**src/hw/rtl/srect_pkg.sv**
```systemverilog
package srect_pkg;

    // Coordinate width; extents are one bit narrower and never negative.
    localparam int COORD_BITS = 16;
    // Width of a coordinate difference.
    localparam int DW = COORD_BITS + 1;
    // Width of a difference measured from a far edge (corner plus extent).
    localparam int FW = COORD_BITS + 2;
    // Width of one product of two differences.
    localparam int PW = 2 * DW;
    // Width of a sum of up to three products.
    localparam int NW = PW + 2;

    typedef logic signed [COORD_BITS-1:0] coord_t;
    typedef logic        [COORD_BITS-2:0] ext_t;
    typedef logic signed [DW-1:0]         diff_t;
    typedef logic signed [FW-1:0]         far_t;
    typedef logic signed [PW-1:0]         prod_t;
    typedef logic signed [NW-1:0]         wide_t;

    // One query as held in the input register.
    typedef struct packed {
        coord_t x1;
        coord_t y1;
        coord_t x2;
        coord_t y2;
        coord_t cx;
        coord_t cy;
        ext_t   w;
        ext_t   h;
    } item_t;

    // Differences and products shared by the left, right, top and bottom edge tests.
    typedef struct packed {
        diff_t dx;     // x2 - x1
        diff_t dy;     // y2 - y1
        far_t  ua_l;   // cx - x1
        far_t  ua_r;   // cx + w - x1
        far_t  ua_t;   // cy - y1
        far_t  ua_b;   // cy + h - y1
        prod_t p1;     // dx * (y1 - cy)
        prod_t p2;     // dy * (x1 - cx)
        prod_t p3;     // dy * w
        prod_t p4;     // dx * h
        logic  w_nz;
        logic  h_nz;
    } geo_t;

    typedef struct packed {
        logic left;
        logic right;
        logic top;
        logic bottom;
    } flags_t;

    // True when n / d lies in [0, 1]; d must be non-zero.
    function automatic logic in_unit(input wide_t n, input wide_t d);
        logic r;
        if (d > 0)
        begin
            r = (n >= 0) && (n <= d);
        end
        else
        begin
            r = (n <= 0) && (n >= d);
        end
        return r;
    endfunction

endpackage

```
**src/hw/rtl/srect_prod.sv**
```systemverilog
// Differences and the four cross products that all edge tests share.
module srect_prod (
    input  srect_pkg::item_t item,
    output srect_pkg::geo_t  geo
);
    import srect_pkg::*;

    diff_t ox;
    diff_t oy;
    diff_t w_s;
    diff_t h_s;
    diff_t fx;
    diff_t fy;

    always_comb
    begin
        ox  = DW'(item.x1) - DW'(item.cx);
        oy  = DW'(item.y1) - DW'(item.cy);
        w_s = $signed({2'b00, item.w});
        h_s = $signed({2'b00, item.h});
        fx  = DW'(item.cx) + w_s;
        fy  = DW'(item.cy) + h_s;

        geo.dx   = DW'(item.x2) - DW'(item.x1);
        geo.dy   = DW'(item.y2) - DW'(item.y1);
        geo.ua_l = FW'(item.cx) - FW'(item.x1);
        geo.ua_r = FW'(fx) - FW'(item.x1);
        geo.ua_t = FW'(item.cy) - FW'(item.y1);
        geo.ua_b = FW'(fy) - FW'(item.y1);
        geo.p1   = geo.dx * oy;
        geo.p2   = geo.dy * ox;
        geo.p3   = geo.dy * w_s;
        geo.p4   = geo.dx * h_s;
        geo.w_nz = (item.w != '0);
        geo.h_nz = (item.h != '0);
    end

endmodule

```
**config.mk**
```make
export PLATFORM = sky130hd
export DESIGN_NAME = srect_prod
export DESIGN_NICKNAME = d
export VERILOG_FILES = /design/src/hw/rtl/srect_pkg.sv /design/src/hw/rtl/srect_prod.sv
export SDC_FILE = /design/constraint.sdc
export NUM_CORES = 2
export LEC_CHECK = 0
export CAP_MARGIN = 20
export CELL_PAD_IN_SITES_DETAIL_PLACEMENT = 1
export CELL_PAD_IN_SITES_GLOBAL_PLACEMENT = 1
export CORE_ASPECT_RATIO = 1.5
export CORE_UTILIZATION = 56
export DETAILED_ROUTE_END_ITERATION = 7
export DONT_BUFFER_PORTS = 1
export GPL_TIMING_DRIVEN = 0
export PLACE_DENSITY_LB_ADDON = 0.1
export SYNTH_ARGS = -nofsm -noshare
export SYNTH_HDL_FRONTEND = slang
export SYNTH_SLANG_ARGS = --single-unit
```
**constraint.sdc**
```tcl
create_clock -name vclk -period 23.5
set_input_delay 1.175 -clock vclk [all_inputs]
set_output_delay 1.175 -clock vclk [all_outputs]
set_load 0.1 [all_outputs]
```
After elaboration in Yosys (flattened, before gate mapping)
Index checks and enable logic that the tools add are counted.
{"block": "word_totals", "in_bits": 126, "ff_bits": 0}
{"block": "classes", "addsub": 10, "reduce_logical": 2, "n_mul": 4}
{"cell": "subtractor 16 x 16 -> 17 bit", "n": 6}
{"cell": "multiplier 17 x 17 -> 34 bit", "n": 2}
{"cell": "multiplier 17 x 16 -> 33 bit", "n": 2}
{"cell": "subtractor 17 x 16 -> 18 bit", "n": 2}
{"cell": "adder 16 x 16 -> 17 bit", "n": 2}
{"cell": "nonzero test 15 bit", "n": 2}

Logic depth before layout (Yosys ltp)
{"block": "logic_depth", "word_depth": 2, "depth_mapped": 37, "mapped_depth_nobuf": 35}

Worst setup path after synthesis
No wires, ideal clock.
{"block": "synth_timing", "path_kind": "input to output", "start": "input item[78] (netlist bit)", "end": "output geo[127] (netlist bit)", "cell_stages": 32, "path_slack_ns": 10.132, "t_required_ns": 22.325, "arrival_ns": 12.193, "cell_sequence": "inv_1 ha_1 fa_1 nor2b_1 o21ai_1 a21boi_1 o211ai_1 nand2_1 a21oi_1 xor2_1 inv_1 clkbuf_1 nand2_1 fa_1 inv_1 fa_1 inv_1 fa_1 fa_1 inv_1 fa_1 fa_1 ha_1 a21oi_1 inv_1 or2_2 o21a_1 o2bb2ai_1 o21ai_0 and2_1 o21ai_0 o311ai_0"}
{"item": "start, declared", "line_no": "srect_prod.sv:3", "rtl": "input srect_pkg::item_t item,"}
{"item": "end, declared", "line_no": "srect_prod.sv:4", "rtl": "output srect_pkg::geo_t geo"}

==> impl_metrics.env <==
export IMPL_outcome="finished clean"
export IMPL_postCtsHoldBufs=0
export IMPL_grt_usage_pct=48.76
export IMPL_core_area_mm2=0.08377
export IMPL_antenna_found_initial=26
export IMPL_clkbuf_count=0
export IMPL_cp_common_cell="fa_1"
export IMPL_fin_tns_setup_ns=0
export IMPL_rsz0062_at_grt="false"
export IMPL_min_to="geo[2]"
export IMPL_synth_cell_types=77
export IMPL_drt_iter0_markers=3087
export IMPL_die_area_mm2=0.08580
export IMPL_die_x_um=239.5
export IMPL_via_per_inst=6.063
export IMPL_grt_pass1_vias=49780
export IMPL_ctsResizeCount=0
export IMPL_final_hold_violation_count=0
export IMPL_wl_per_cell_um=29.55
export IMPL_drcViolationCount=0
export IMPL_start_kind="input port"
export IMPL_grt_pass1_wl_mm=301.0
export IMPL_cts_setup_buffers=0
export IMPL_worstHoldPathType="input port to output port"
export IMPL_area_growth_pct=12.85
export IMPL_fin_area_mm2=0.05347
export IMPL_avgSynthCellArea_um2=8.448
export IMPL_worstPathArrival_ns=12.21
export IMPL_cpPeakStageDelay_ns=0.99
export IMPL_ios=370
export IMPL_drv_cap=0
export IMPL_syn_area_mm2=0.04738
export IMPL_first_pass_iters=6
export IMPL_placed_cell_area_mm2=0.05313
export IMPL_synth_top_cell_area_share_pct=48.42
export IMPL_drive_gt1_share_pct=7.873
export IMPL_setup_ws_ns=10.12
export IMPL_place_congestion=1.023
export IMPL_fin_crit_ns=13.38
export IMPL_max_freq_mhz=74.72
export IMPL_ys_warn_count=0
export IMPL_utilization_pct=63.84
export IMPL_post_synth_top_area_cell="fa_1"
export IMPL_syn_nets=7349
export IMPL_ys_seq_area_share_pct=0
export IMPL_slew_headroom_pct=14.95
export IMPL_period_share_pct=56.95
export IMPL_worstPathMaxFanout=10
export IMPL_setup_violations_final=0
export IMPL_slew_violations=0
export IMPL_globalRoute_totalOverflow=0
export IMPL_dieHeight_um=358.3
export IMPL_synth_most_common_cell="inv_1"
export IMPL_port_buffers=0
export IMPL_synthTopCellsByCount="inv_1 (1474), fa_1 (1146), nand2_1 (694), nor2_1 (494), ha_1 (468)"
export IMPL_seq_cells=0
export IMPL_pre_cts_ws_ns=10.55
export IMPL_synth_area_top_cells="fa_1 (48%), ha_1 (12%), inv_1 (12%)"
export IMPL_nets=7521
export IMPL_syn_inst=5609
export IMPL_via_count=42000
export IMPL_std_cell_rows=130
export IMPL_ff_latch_area_um2=0
export IMPL_worst_setup_path_type="input port to output port"
export IMPL_ant_nets=0
export IMPL_hold_depth=1
export IMPL_cp_end_kind="output port"
export IMPL_grt_max_degree=13
export IMPL_dp_hpwl_mm=175.1
export IMPL_start_util_pct=56.56
export IMPL_critPathSlowestCell="xor2_2"
export IMPL_crit_required_ns=22.33
export IMPL_wl_mm=204.7
export IMPL_worst_pin_slew_ns=1.276
export IMPL_min_from="item[0]"
critical path: cells and delay by family:
kind,cells,cell delay [ns]
fa+ha+maj,9,4.48
simple gates,4,0.88
compound gates,10,2.83
buf+inv,8,1.78
xor+xnor,1,0.99
worst max-delay path by stage:
| stage | start | to | cells past startpoint |
|---|---|---|---|
| finish | item[78] | geo[28] | 32 |
| global route | item[78] | geo[133] | 31 |
| CTS | item[78] | geo[28] | 32 |
| detailed placement | item[78] | geo[28] | 32 |
| global placement | item[78] | geo[127] | 32 |
| floorplan | item[78] | geo[127] | 32 |
layout by cell type (no fill, tap or decap), types with 9 or more instances in the layout:
master,instances
o211ai_1,9
xor2_2,42
nor2_1,481
nor2_2,14
clkinv_1,12
nand2b_1,38
buf_4,16
xnor2_1,69
diode_2,26
o21ai_0,95
buf_8,69
a21oi_1,165
buf_2,25
o21bai_1,13
ha_1,468
nand3_1,31
nand2_1,694
clkbuf_1,129
and3_1,12
o31ai_1,14
xor2_1,19
and2_1,92
a211oi_1,23
a21o_1,81
clkbuf_2,26
fa_1,1146
inv_2,11
buf_16,72
buf_6,10
nand4_1,13
or3_1,16
a31oi_1,13
o21a_1,28
inv_1,1474
xnor2_2,118
nor3_1,45
nor2b_1,44
or2_2,21
final cells by class:
| class | instances | area, µm² |
|---|---|---|
| Buffer | 193 | 818.3 |
| Fill cell | 9765 | 30290 |
| Tap cell | 1122 | 1404 |
| Antenna cell | 26 | 65.06 |
| Inverter | 1497 | 5619 |
| Timing Repair Buffer | 170 | 3372 |
| Multi-Input combinational cell | 3919 | 42200 |
kinds of logic (layout without fill, tap and decap cells):
group	Yosys count	in the layout	synth area share [%]
AND/OR/NAND/NOR	1517	1517	13.58
AO/OA/AOI/OAI	536	536	7.336
adder cells (fa/ha/maj)	1614	1614	60.78
XOR/XNOR	249	249	4.737
multiplexers	3	3	0.06338
other	0	26	0
buffers and inverters	1690	1860	13.51
per-stage QoR:
| step | std cells | hold WS [ns] |
|---|---|---|
| floorplan | 5609 | 2.787 |
| global placement | 6731 | 2.791 |
| detailed placement | 6885 | 2.666 |
| CTS | 6885 | 2.666 |
| global route | 6909 | 2.669 |
| finish | 6927 | 2.666 |
routing by layer:
metal	up-vias	track usage [%]	wire length, µm
met4	26	49.50	26060
met3	1392	19.14	22340
met1	21150	43.87	57670
met2	2599	81.18	98310
li1	16840	-	-
met5	-	1.235	300
Power is left out: the tool's default activity adds up to more than one toggle a clock period on the data nets, which glitch-free logic cannot reach.
